===== src/hdl/fcs_pkg.sv =====
`default_nettype none
package fcs_pkg;

	localparam int MAX_BOIDS_DEF    = 64;
	localparam int FIELD_WIDTH_DEF  = 1024;
	localparam int FIELD_HEIGHT_DEF = 1024;

	localparam int POS_W   = 18;
	localparam int DIR_W   = 32;
	localparam int DT_W    = 16;
	localparam int IDX_W   = 6;
	localparam int AVOID_W = 10;
	localparam int KIND_W  = 2;
	localparam int FRAC_W  = 8;

	localparam logic [AVOID_W-1:0] AVOID_RESET = 10'd5;

	typedef enum logic [KIND_W-1:0] {
		KIND_LOAD  = 2'd0,
		KIND_STEP  = 2'd1,
		KIND_CLEAR = 2'd2
	} kind_t;

	typedef enum logic [3:0] {
		ST_IDLE,
		ST_SUM,
		ST_SUM_WAIT,
		ST_DIV_INIT,
		ST_DIV,
		ST_SELF,
		ST_SELF_LAT,
		ST_NBR,
		ST_DRAIN,
		ST_UPD,
		ST_MUL,
		ST_DISP,
		ST_WB
	} state_t;

	typedef struct packed {
		logic rd_en;
		logic sum_rd;
		logic nbr_rd;
		logic nbr_use;
		logic start_step;
		logic div_init;
		logic div_step;
		logic self_latch;
		logic upd;
		logic mul;
		logic disp;
		logic emit;
		logic load;
		logic last;
	} cmd_t;

	typedef struct packed {
		logic out_free;
	} status_t;

endpackage
`default_nettype wire


===== src/hdl/fcs_ctrl.sv =====
`default_nettype none
module fcs_ctrl import fcs_pkg::*; #(
	parameter int MAX_BOIDS = MAX_BOIDS_DEF
) (
	input  wire logic                             clk,
	input  wire logic                             arst_n,
	input  wire logic                             in_valid,
	output logic                                  in_ready,
	input  wire logic [KIND_W-1:0]                in_kind,
	input  wire status_t                          status,
	output cmd_t                                  cmd,
	output logic [$clog2(MAX_BOIDS)-1:0]          rd_addr,
	output logic [$clog2(MAX_BOIDS)-1:0]          wr_addr,
	output logic [$clog2(MAX_BOIDS+1)-1:0]        count
);
	localparam int AW    = $clog2(MAX_BOIDS);
	localparam int CW    = $clog2(MAX_BOIDS + 1);
	localparam int SUM_W = POS_W + AW;
	localparam int SW    = $clog2(SUM_W + 1);
	localparam logic [SW-1:0] DRAIN_LAST = SW'(2);

	state_t        state_q, state_d;
	logic [CW-1:0] cnt_q, cnt_d;
	logic [AW-1:0] i_q, i_d;
	logic [CW-1:0] j_q, j_d;
	logic [SW-1:0] step_q, step_d;
	logic          j_last;
	logic          i_last;

	assign count  = cnt_q;
	assign j_last = (CW'(j_q + 1'b1) == cnt_q);
	assign i_last = (CW'(CW'(i_q) + 1'b1) == cnt_q);

	always_ff @(posedge clk or negedge arst_n) begin
		if (!arst_n) begin
			state_q <= ST_IDLE;
			cnt_q   <= '0;
			i_q     <= '0;
			j_q     <= '0;
			step_q  <= '0;
		end else begin
			state_q <= state_d;
			cnt_q   <= cnt_d;
			i_q     <= i_d;
			j_q     <= j_d;
			step_q  <= step_d;
		end
	end

	always_comb begin
		state_d  = state_q;
		cnt_d    = cnt_q;
		i_d      = i_q;
		j_d      = j_q;
		step_d   = step_q;
		cmd      = '0;
		rd_addr  = j_q[AW-1:0];
		wr_addr  = i_q;
		in_ready = 1'b0;
		case (state_q)
			ST_IDLE: begin
				in_ready = 1'b1;
				if (in_valid) begin
					case (in_kind)
						KIND_LOAD: begin
							if (cnt_q < CW'(MAX_BOIDS)) begin
								cmd.load = 1'b1;
								wr_addr  = cnt_q[AW-1:0];
								cnt_d    = CW'(cnt_q + 1'b1);
							end
						end
						KIND_CLEAR: cnt_d = '0;
						KIND_STEP: begin
							if (cnt_q != '0) begin
								cmd.start_step = 1'b1;
								i_d     = '0;
								j_d     = '0;
								state_d = ST_SUM;
							end
						end
						default: ;
					endcase
				end
			end
			ST_SUM: begin
				cmd.rd_en  = 1'b1;
				cmd.sum_rd = 1'b1;
				j_d        = CW'(j_q + 1'b1);
				if (j_last) begin
					j_d     = '0;
					state_d = ST_SUM_WAIT;
				end
			end
			ST_SUM_WAIT: state_d = ST_DIV_INIT;
			ST_DIV_INIT: begin
				cmd.div_init = 1'b1;
				step_d       = '0;
				state_d      = ST_DIV;
			end
			ST_DIV: begin
				cmd.div_step = 1'b1;
				step_d       = SW'(step_q + 1'b1);
				if (step_q == SW'(SUM_W - 1)) begin
					state_d = ST_SELF;
				end
			end
			ST_SELF: begin
				cmd.rd_en = 1'b1;
				rd_addr   = i_q;
				state_d   = ST_SELF_LAT;
			end
			ST_SELF_LAT: begin
				cmd.self_latch = 1'b1;
				j_d            = '0;
				state_d        = ST_NBR;
			end
			ST_NBR: begin
				cmd.rd_en   = 1'b1;
				cmd.nbr_rd  = 1'b1;
				cmd.nbr_use = (j_q != CW'(i_q));
				j_d         = CW'(j_q + 1'b1);
				if (j_last) begin
					j_d     = '0;
					step_d  = '0;
					state_d = ST_DRAIN;
				end
			end
			ST_DRAIN: begin
				// let the distance pipeline settle into the avoidance sum
				step_d = SW'(step_q + 1'b1);
				if (step_q == DRAIN_LAST) begin
					state_d = ST_UPD;
				end
			end
			ST_UPD: begin
				cmd.upd = 1'b1;
				state_d = ST_MUL;
			end
			ST_MUL: begin
				cmd.mul = 1'b1;
				state_d = ST_DISP;
			end
			ST_DISP: begin
				cmd.disp = 1'b1;
				state_d  = ST_WB;
			end
			ST_WB: begin
				// hold until the output register is free
				if (status.out_free) begin
					cmd.emit = 1'b1;
					cmd.last = i_last;
					if (i_last) begin
						state_d = ST_IDLE;
					end else begin
						i_d     = AW'(i_q + 1'b1);
						state_d = ST_SELF;
					end
				end
			end
			default: state_d = ST_IDLE;
		endcase
	end

`ifndef NO_ASSERTIONS
	a_count_bound: assert property (@(posedge clk) disable iff (!arst_n)
		cnt_q <= CW'(MAX_BOIDS))
		else $error("boid count beyond table depth");
	a_emit_free: assert property (@(posedge clk) disable iff (!arst_n)
		cmd.emit |-> status.out_free)
		else $error("result written over a pending transaction");
	a_load_room: assert property (@(posedge clk) disable iff (!arst_n)
		cmd.load |=> cnt_q == CW'($past(cnt_q) + 1'b1))
		else $error("load did not advance the count");
	a_step_index: assert property (@(posedge clk) disable iff (!arst_n)
		(state_q != ST_IDLE) |-> (CW'(i_q) < cnt_q))
		else $error("boid index outside the table during a step");
`endif
endmodule
`default_nettype wire


===== config.mk =====
export PLATFORM = sky130hd
export DESIGN_NAME = fcs_ctrl
export DESIGN_NICKNAME = d
export VERILOG_FILES = /design/src/hdl/fcs_pkg.sv /design/src/hdl/fcs_ctrl.sv
export SDC_FILE = /design/constraint.sdc
export NUM_CORES = 1
export LEC_CHECK = 0
export BUFFER_PORTS_ARGS = -buffer_cell sky130_fd_sc_hd__buf_2
export CORE_MARGIN = 2
export CORE_UTILIZATION = 62
export DETAILED_ROUTE_END_ITERATION = 8
export PLACE_DENSITY = 0.89
export SETUP_SLACK_MARGIN = 0.3
export SYNTH_ARGS = -nofsm -noshare
export SYNTH_HDL_FRONTEND = slang
export SYNTH_SLANG_ARGS = --single-unit

===== constraint.sdc =====
create_clock -name clk -period 3.95 [get_ports clk]
set_input_delay 0.5925 -clock clk [delete_from_list [all_inputs] [get_ports clk]]
set_output_delay 0.5925 -clock clk [all_outputs]
set_load 0.1 [all_outputs]

Word level (Yosys, flattened, before mapping):

Index checks and enable logic that the tools add are counted.

* $add $sub $neg: 5
* magnitude comparators: 1
* eq/ne operators: 29
* mux-type cells: 52
* reductions and logical operators: 15

Operators with widths (number)
* 6-bit two-way mux: 10
* 4-bit case mux with 13 select lines: 1
* 7-bit two-way mux: 5
* 4-bit two-way mux: 8
* 1-bit two-way mux: 21
* 7-bit case mux with 3 select lines: 1
* 4-bit equality test (second input constant): 5
* 2-bit inequality test (second input constant): 9
* 4-bit by 3-bit equality test with 1-bit output (second input constant): 4
* 5-bit case mux with 3 select lines: 1
* 7-bit by 1-bit adder with 7-bit output (second input constant): 2
* 7-bit equality test: 2
* 7-bit case mux with 2 select lines: 1
* 6-bit case mux with 2 select lines: 1
* 4-bit by 2-bit equality test with 1-bit output (second input constant): 2
* 4-bit AND reduction: 2
* 8-bit AND reduction: 1
* 6-bit by 1-bit adder with 7-bit output (second input constant): 1
* 7-bit less-than comparator (second input constant): 1
* 7-bit by 6-bit inequality test with 1-bit output: 1
* 7-bit nonzero test: 1
* 6-bit by 1-bit adder with 6-bit output (second input constant): 1
* 6-bit AND reduction: 1
* 3-bit nonzero test: 2
* other kinds (16): 18

* register bits after elaboration: 29
* bits of input ports: 6
* output and inout port bits: 34
* word-level logic and storage cells: 107

Depth between registers and ports, before layout:

Gate-level depths: netlist of the first run.

* word-level depth: 5
* depth in mapped cells: 10
* gate-level depth less buffers: 8

Least setup slack after synthesis of the first run:

No wires, ideal clock.

* path type: reg2out
* start: register state_q[2]
* end: output cmd[10] in the netlist's numbering
* data arrival time: 4.490 ns
* data required time: 3.357 ns
* path slack: -1.132 ns
* cell stages (with the launch flop): 6
* buffers on the path: 2
* cells stage by stage: dfrtp_1 clkbuf_1 nand2b_1 clkbuf_1 nor2_1 a21boi_0

RTL lines
* start: declaration: line fcs_ctrl.sv:22 `state_t state_q, state_d;`
* start signal: assignment: line fcs_ctrl.sv:42 `state_q <= state_d;`
* end: declaration: line fcs_ctrl.sv:11 `output cmd_t cmd,`

==> flow_results.org, run 1 <==
** Run status
- Status :: complete, no violations

** Routing
- For this run, the detailed router's first-pass iteration total came to 5.
- Dividing the detail-routed wire length by the instance count gives 16.5 µm.
- Using the TritonRoute via totals, the vias-per-cell ratio works out to 6.30.
- Summed over all layers, the routed wires come to 6.11 mm.
- In this run the remaining antenna-violating nets after routing total 0.
- Routed via count :: 2,336
- Iteration-0 DRC Markers :: 246
- In the routed design, unresolved DRC markers number 0.

** Timing
- Worst hold margin :: 338 ps
- On the final layout, the worst clock skew is 3.11 ps.
- At the pin with the least slew margin, the transition time is 944 ps.
- Setup Total Neg Slack :: 0 ps
- Period utilization :: 0.872
- Final setup slack of the worst path :: 505 ps
- Final hold vios :: 0
- # setup viols final :: 0
- Maximum clock frequency :: 290 MHz
- Tmin final :: 3450 ps
- Count of pins over their slew limit :: 0
- Setup repair after global routing left no endpoint under its margin.
- Max-slew headroom :: 0.371

** Floorplan
- In this run the horizontal extent of the chip is 67.6 µm.
- Die extent in y :: 67.6 µm
- Row generation in the floorplan step produced 23 rows.
- Total I/O pin count :: 40
- The core region is 0.00394 mm².
- For this configuration, the core starts out at a cell density of 0.637.
- Die Outline Area :: 0.00457 mm²

** Synth
- sky130_fd_sc_hd__dfrtp_1 takes more of the synthesized area than any other cell.
- Distinct cells, synth :: 57
- Netlist area before placement :: 0.00251 mm²
- #FFs+latches synth :: 29
- Gate count of the mapped netlist :: 303
- Post-synthesis async set-or-reset flop share :: 1.00
- For this run, the number of Yosys warnings is 0.
- After synthesis, the cell types taking the most area are sky130_fd_sc_hd__dfrtp_1 (29%), sky130_fd_sc_hd__nand2_1 (5.2%), sky130_fd_sc_hd__xor2_1 (4.2%).
- When the netlist entered floorplanning its net count stood at 315.
- Each instance of the synthesized netlist takes up on average 8.28 µm².
- Area share of the leading cell type in the synthesized netlist :: 0.289
- Sequential fraction of the synthesis area :: 0.289
- Dominant register cell in the synthesized netlist :: sky130_fd_sc_hd__dfrtp_1
- Counting flops with a built-in enable in the synthesized netlist gives 0.

** Critical path
- Of all nets on the critical path, the largest fanout is 13.
- Data required time at the worst endpoint :: 3360 ps
- STA classifies the critical path startpoint as a register.
- The critical path in this run is classified as reg2out.
- At the worst endpoint, the arrival time is 2850 ps.
- Depth of the worst register-to-register path :: 6
- The worst setup path is captured at a primary output.

** Min path
- Worst min-delay path category :: in2async

** Layout
- Fillers :: 296
- In the final layout, the multi-input gates occupy 0.00161 mm².
- Post-route design area :: 0.00272 mm²
- Leaving out fill and tap cells, the most frequent cells in the layout are sky130_fd_sc_hd__buf_2 (39), sky130_fd_sc_hd__nand2_1 (35), sky130_fd_sc_hd__dfrtp_1 (27).
- Fraction of final layout cells with drive strength greater than 1 :: 0.227
- Relative to the synthesized area, the layout overhead comes to 8.23%.
- Count of inserted antenna diode cells :: 0
- Sequential cell area :: 728 µm²
- Number of nets in the layout :: 332
- The library cell used most frequently in the layout, excluding fill and tap cells, is sky130_fd_sc_hd__buf_2.

** Clock tree
- Resize count post-CTS :: 0
- Number of buffers added to fix hold violations after cts :: 0
- In this run the clock root is driven by a sky130_fd_sc_hd__clkbuf_8.
- For the worst-skew pair, the clock arrives at the later sink with an insertion delay of 290 ps.
- CTS saw 29 sinks.
- Number of clock buffers inserted by TritonCTS :: 5
- TritonCTS built the clock tree.
- The longest clock path from root to sink contains 2 buffers.
- Clock transition time at the flip-flop clock pins of the worst setup and hold paths :: 60 ps
- Number of H-tree levels :: 2
- Post-CTS setup buffer count :: 0

** Place
- Minimum setup slack after placement :: 752 ps
- Half-perimeter wire length of the detailed placement result :: 4.18 mm
- During placement, the flow inserted port buffers numbering 39.
- Routability congestion estimate :: 0.909
- Post-Place Cell Area :: 0.00263 mm²

** Global route
- The number of global-route vias before repair was 2,051.
- Overall routing resource usage :: 0.288
- Maximum number of pins on one net before global-route repair :: 30
- Wire length of the first global-routing pass :: 9.81 mm
- Gr ovfl total :: 0
- Antenna violations before repair :: 0

** Flow run
- Max-cap violations in this run came to 0.
cell type report:
cell class,count,share of cell area
clock buffer,8,0.0295
inverter,12,0.0166
multi-input combinational,233,0.591
sequential,29,0.268
tap,50,0.0230
timing repair buffer,39,0.0719
path summary, 6_finish.rpt:
kind | end | startpoint | slack (ps)
worst min register to register | step_q[0] | step_q[0] | 530
worst min-delay path | j_q[1] | arst_n | 340
max in group asynchronous | count[0] | arst_n | 3130
worst max register to register | i_q[4] | i_q[2] | 1300
worst max-delay path | cmd[0] | i_q[2] | 500
min in group clk | step_q[0] | step_q[0] | 530
synthesized netlist by cell type (7+ instances only):
cell and instances:
sky130_fd_sc_hd__a21oi_1 12, sky130_fd_sc_hd__a31oi_1 11, sky130_fd_sc_hd__buf_2 13, sky130_fd_sc_hd__clkbuf_1 7
sky130_fd_sc_hd__dfrtp_1 29, sky130_fd_sc_hd__inv_1 12, sky130_fd_sc_hd__mux2_2 7, sky130_fd_sc_hd__nand2_1 35
sky130_fd_sc_hd__nand3_1 19, sky130_fd_sc_hd__nor2_1 22, sky130_fd_sc_hd__nor3_1 12, sky130_fd_sc_hd__o21ai_0 10
sky130_fd_sc_hd__xnor2_1 10, sky130_fd_sc_hd__xor2_1 12
kinds of logic after synthesis:
family / Yosys count / synth area share
compound gates: 61 / 0.163
xor+xnor: 24 / 0.0952
fa+ha+maj: 6 / 0.0299
buf+inv: 41 / 0.0842
flops: 29 / 0.289
mux: 16 / 0.0793
simple gates: 126 / 0.259
critical path, stage by stage (launching register included):
cell                       delay, ps
sky130_fd_sc_hd__dfrtp_1         640
sky130_fd_sc_hd__and3_1          320
sky130_fd_sc_hd__nor4b_1         340
sky130_fd_sc_hd__a31oi_1         120
sky130_fd_sc_hd__a2111o_1        570
sky130_fd_sc_hd__nor2_2          140
sky130_fd_sc_hd__buf_2           430
layer usage:
layer	wire length [µm]	part of all wire	up-vias	global-route usage
met5	0	0	-	0
met2	3070	0.50	100	0.461
met3	394	0.065	11	0.0800
li1	-	-	1110	-
met4	87	0.014	0	0.0867
met1	2560	0.42	1115	0.377
sequential cells by signal (all words and copies together) (netlist names):
| register | cells |
|---|---|
| count | 7 |
| j_q | 7 |
| step_q | 5 |
| state_q | 4 |
| i_q | 6 |
metrics by stage:
| step | util | std cells |
|---|---|---|
| 2_1_floorplan | - | 303 |
| 3_3_place_gp | 0.667 | 363 |
| 3_5_place_dp | 0.667 | 363 |
| 4_1_cts | 0.688 | 371 |
| 5_1_grt | 0.689 | 371 |
| 6_report | 0.689 | 371 |
Power of run 1 is left out: the tool's default activity adds up to more than one toggle a clock period on the data nets, which glitch-free logic cannot reach.
==> run 2: changes to the inputs <==
Settings changed: CORE_UTILIZATION 62 to 45, CTS_BUF_LIST from default to sky130_fd_sc_hd__clkbuf_16, PLACE_DENSITY 0.89 to 0.69, REMOVE_ABC_BUFFERS from default to 1.
==> run 2 against run 1 <==
  * Flip-flop and latch count is the same
  * Cell count increased by 6.7%
  * Register-to-register slack barely moved
  * Non-clock buffer count up 3
  * Worst hold slack better by 18 ps
  * Setup slack is essentially flat
  * Die area increased by 35%
  * Clock-buffer cell count fell by 3
  * Via count is 4.2% lower
  * Clock skew is essentially flat
  * Cell area is 2.7% higher
  * Critical path type unchanged
  * Critical endpoint unchanged
  * Largest cell class unchanged
==> flow_results.org, run 2 (synthesis results as in run 1) <==
** Run status
- Status :: complete, no violations

** Global route
- The first global-routing pass estimated 10.5 mm of wire.
- The initial antenna violation count came to 0.
- Overall routing resource usage :: 0.214
- Via count of the first global-routing pass :: 2,087
- Global routing finished with a remaining overflow of 0.
- Entering global routing, the biggest net connects 30 pins.

** Floorplan
- The floorplan step defined a die boundary enclosing 0.00619 mm².
- From left edge to right edge, the die measures 78.7 µm.
- Total I/O pin count :: 40
- Placement row count :: 27
- The floorplan step set the die height to 78.7 µm.
- The initial utilization of the core area, before any placement, comes to 0.461.
- The floorplan step defined a core boundary enclosing 0.00544 mm².

** Critical path
- Data arrival at the endpoint of the critical path :: 2850 ps
- In this run the worst path has a maximum fanout of 12.
- For the worst setup path, the data required time is 3360 ps.
- Worst Setup Path Type :: reg2out
- Crit end category :: primary output
- R2R setup slack :: 1290 ps
- Endpoint of the most critical register-to-register path :: i_q[4]
- Startpoint of the lowest-slack register-to-register path :: i_q[0]
- Depth of the worst register-to-register path :: 7
- Category of the worst setup path launch point :: register

** Timing
- Across the routed clock network, the largest skew measured is 2.67 ps.
- Period utilization :: 0.872
- Setup violations remaining at the end of the flow were counted as 0.
- Final hold vios :: 0
- Setup Total Neg Slack :: 0 ps
- The max-slew violation total from the final report came to 0.
- The worst path needs 3450 ps of the cycle, external delays included.
- Max-slew headroom :: 0.404
- Static timing analysis puts the maximum clock frequency at 290 MHz.
- Setup repair after global routing left no endpoint under its margin.
- Actual slew at the worst max-slew pin :: 895 ps

** Clock tree
- Post-CTS setup buffer count :: 0
- The clock passes through at most 2 buffers.
- Number of clock buffers inserted by TritonCTS :: 5
- At the later pin of the worst-skew pair, clock insertion delay measures 280 ps.
- Number of H-tree levels :: 2
- Clock tree root buffer cell :: sky130_fd_sc_hd__clkbuf_16
- The tree built by TritonCTS fans out to 29 sinks.
- Clock transition time at the flip-flop clock pins of the worst setup and hold paths :: 50 ps
- CTS tree :: done
- Number of buffers added to fix hold violations after cts :: 0
- Resize count post-CTS :: 0

** Routing
- Dividing the detail-routed wire length by the instance count gives 15.7 µm.
- Iteration-0 DRC Markers :: 107
- Iteration count of the initial detailed-routing pass :: 4
- For this block, the via count after detailed routing is 2,238.
- Once detail routing completed, the nets flagged for antenna violations numbered 0.
- Wires add up to 6.22 mm.
- Dividing the detail-routed via count by the number of cells gives 5.65.
- After detailed routing, the number of remaining DRC violations is 0.

** Place
- In this run the tool buffered the top-level ports with 39 buffer cells.
- Half-perimeter wire length of the detailed placement result :: 4.30 mm
- Routability-driven placement finished with a final weighted congestion of 0.875.

** Layout
- Once layout is complete, the utilization of the core stands at 0.513.
- The layout has 508 filler cells.
- Count of inserted antenna diode cells :: 0
- Relative to the synthesized area, the layout overhead comes to 11.1%.
- Leaving out fill and tap cells, the most frequent cell in the layout is sky130_fd_sc_hd__buf_2.
- Number of nets in the layout :: 335
- Commonest cells after routing, fill and taps aside :: sky130_fd_sc_hd__buf_2 (39), sky130_fd_sc_hd__nand2_1 (35), sky130_fd_sc_hd__dfrtp_1 (29)
- Fraction of final layout cells with drive strength greater than 1 :: 0.216

** Min path
- The worst hold path belongs to the class in2async.

** Flow run
- Across the run, the number of max-cap violations was 0.
==> run 2: metal layers <==
layer | wire, µm | track usage | up-vias
met5 | 0 | 0 | -
li1 | - | - | 1109
met3 | 197 | 0.0345 | 10
met4 | 114 | 0.0877 | 0
met2 | 3050 | 0.336 | 53
met1 | 2860 | 0.293 | 1066
==> run 2: worst max path at each step <==
stage                          start         end  slack (ps)  cells after the start
after floorplan           state_q[1]  wr_addr[0]       -1350                      5
after global placement        i_q[0]      cmd[0]         840                      7
after detailed placement  state_q[1]  wr_addr[0]         820                      6
after CTS                     i_q[0]      cmd[0]         490                      7
after global routing      state_q[0]  wr_addr[0]         310                      6
final                         i_q[0]      cmd[0]         500                      7
==> run 2: final cells by class <==
class,instances,area [µm²],share of cell area
Tap cell,72,90.1,0.0323
Timing Repair Buffer,42,218,0.0781
Sequential cell,29,726,0.260
Inverter,12,45.0,0.0162
Clock buffer,5,125,0.0449
Clock inverter,3,12.5,0.00449
Multi-Input combinational cell,233,1570,0.564
==> run 2: per-stage QoR <==
stage          std cells  hold slack, ps  instance area [µm²]  setup slack (ps)
6_report             396             355                 2790               505
5_1_grt              396             422                 2790               308
4_1_cts              396             395                 2790               495
3_5_place_dp         388             524                 2650               815
3_3_place_gp         388             515                 2650               842
2_1_floorplan        274             297                 2340             -1350
==> run 2: worst max-delay path, stage by stage, from the launching register on <==
cell	delay (ps)
sky130_fd_sc_hd__dfrtp_1	590
sky130_fd_sc_hd__ha_1	290
sky130_fd_sc_hd__and3_1	250
sky130_fd_sc_hd__and3_1	170
sky130_fd_sc_hd__nor3_1	50
sky130_fd_sc_hd__a2111o_1	620
sky130_fd_sc_hd__nor2_1	160
sky130_fd_sc_hd__buf_2	440
Power of run 2 is left out for the same reason.
==> run 3: changes to the inputs <==
Settings changed: CORE_MARGIN 2 to 1.
==> run 3 against run 2 <==
  * Cell area fell by 0.54%
  * Flip-flop and latch count did not move
  * Maximum frequency fell by 0.35%
  * First-iteration DRC count rose by 43%
  * Core utilization rose by 1.7 points
  * Clock skew rose by 2.6 ps
  * Via count rose by 0.58%
  * Critical endpoint is now wr_addr[1]
  * Highest routed layer unchanged
==> flow_results.org, run 3 (synthesis results as in run 1) <==
** Critical path
- Critical path launch point :: state_q[0]
- Critical path peak fanout :: 12
- The worst setup path is captured at a primary output.
- Category of the worst setup path launch point :: register
- The worst register-to-register path begins at i_q[0].
- Data arrival at the endpoint of the critical path :: 2860 ps
- At the worst endpoint, the required time is 3360 ps.
- Worst Setup Path Type :: reg2out

** Place
- Routability congestion estimate :: 0.851
- Half-perimeter wire length of the detailed placement result :: 4.41 mm
- Port buffering added 39 buffers.

** Clock tree
- TritonCTS built the clock tree.
- The clock reaches the later pin of the worst-skew pair after 270 ps.
- CTS built an H-tree with a depth of 2.
- The number of setup buffers added after CTS is 0.
- In this run the clock root is driven by a sky130_fd_sc_hd__clkbuf_16.
- Number of clock buffers inserted by TritonCTS :: 5
- The longest clock path from root to sink contains 2 buffers.
- Clock-pin slew was measured on the worst setup and hold paths at 50 ps.
- Sink count of the clock tree :: 29
- Hold repair after CTS inserted 0 buffers.
- The number of gates resized after CTS was 0.

** Floorplan
- Die extent in y :: 76.7 µm
- The initial utilization of the core area, before any placement, comes to 0.479.
- Die Outline Area :: 0.00588 mm²
- In this run the standard cell core region covers 0.00524 mm².
- During I/O placement, the number of pins put on the boundary was 40.
- Horizontal extent of the die :: 76.7 µm
- The initialized floorplan defines 26 standard-cell rows.

** Routing
- For this block, the initial DRC count from the detailed router was 153.
- After detailed routing, the average wire length per cell comes to 16.0 µm.
- Iteration count of the initial detailed-routing pass :: 4
- Total length of routed wires :: 6.26 mm
- Detailed routing inserted a total of 2,251 vias.
- Number of remaining DRC errors :: 0
- After detailed routing, the number of vias per cell comes to 5.74.
- Routed Antenna Nets :: 0

** Timing
- Setup violations remaining at the end of the flow were counted as 0.
- Count of pins over their slew limit :: 0
- Clock skew on the completed layout was measured at 5.25 ps.
- Derived from the worst setup path, the maximum achievable clock frequency is 289 MHz.
- RSZ-0062 raised after global routing :: no
- The number of hold violations in the final report is 0.
- Max-slew headroom :: 0.407
- Period utilization :: 0.875
- After layout, the minimum clock period comes to 3460 ps.
- Worst hold margin :: 365 ps
- Actual slew at the worst max-slew pin :: 890 ps

** Run status
- Status :: complete, no violations

** Layout
- In the layout the commonest cells are sky130_fd_sc_hd__buf_2 (39), sky130_fd_sc_hd__nand2_1 (35), sky130_fd_sc_hd__dfrtp_1 (29).
- Number of nets in the layout :: 334
- Relative to the synthesized area, the layout overhead comes to 10.5%.
- Commonest non-fill, non-tap cell in the layout :: sky130_fd_sc_hd__buf_2
- Count of inserted antenna diode cells :: 0
- Fraction of final layout cells with drive strength greater than 1 :: 0.211

** Global route
- In the global route stage, overall resource usage came out at 0.223.
- The total overflow left after global routing is 0.
- Entering global routing, the biggest net connects 30 pins.
- Antenna violations before repair :: 0
- The first global-routing pass estimated 10.5 mm of wire.
- Via count of the first global-routing pass :: 2,062

** Flow run
- Across the run, the number of max-cap violations was 0.

** Min path
- In this run the worst hold path is classified as in2async.
[run 3: cell count changes in the layout (fill, tap and decap cells not counted)]
cell	previous run	this run
sky130_fd_sc_hd__buf_4	3	2
sky130_fd_sc_hd__clkinv_2	1	0
sky130_fd_sc_hd__clkinv_1	2	1
sky130_fd_sc_hd__inv_1	12	13
[run 3: cell type report]
cell class | count | area, µm²
Clock inverter | 2 | 7.51
Multi-Input combinational cell | 233 | 1570
Clock buffer | 5 | 125
Timing Repair Buffer | 41 | 210
Tap cell | 70 | 87.6
Fill cell | 518 | 2460
Sequential cell | 29 | 726
Inverter | 12 | 45.0
[run 3: critical path, stage by stage (launching register included)]
cell and delay [ps]:
sky130_fd_sc_hd__dfrtp_1 470, sky130_fd_sc_hd__or2_1 330, sky130_fd_sc_hd__nor3_4 170, sky130_fd_sc_hd__nand3b_1 350
sky130_fd_sc_hd__or3_1 600, sky130_fd_sc_hd__o21ai_0 220, sky130_fd_sc_hd__buf_2 450
[run 3: through the flow]
stage	cell area [µm²]	TNS, ps	std cells	utilization	setup WS [ps]
2_1_floorplan	2340	-4060	274	-	-1350
3_3_place_gp	2640	0	385	0.504	842
3_5_place_dp	2640	0	385	0.504	822
4_1_cts	2770	0	392	0.530	522
5_1_grt	2770	0	392	0.530	323
6_report	2770	0	392	0.530	493
[run 3: metal layers]
layer / part of all wire / GRT usage / vias to the layer above
met1: 0.48 / 0.309 / 1086
met4: 0.012 / 0.0654 / 0
met3: 0.040 / 0.0381 / 9
met5: 0 / 0 / -
li1: - / - / 1113
met2: 0.47 / 0.353 / 43
[run 3: final timing paths]
kind | endpoint | slack (ps) | depth (start not counted)
max | wr_addr[1] | 490 | 6
min | count[2] | 360 | 1
min in group clk | step_q[0] | 530 | 1
min reg2reg | step_q[0] | 530 | 1
max in group asynchronous | step_q[2] | 3130 | 1
max reg2reg | i_q[4] | 1280 | 7
Power of run 3 is left out for the same reason.
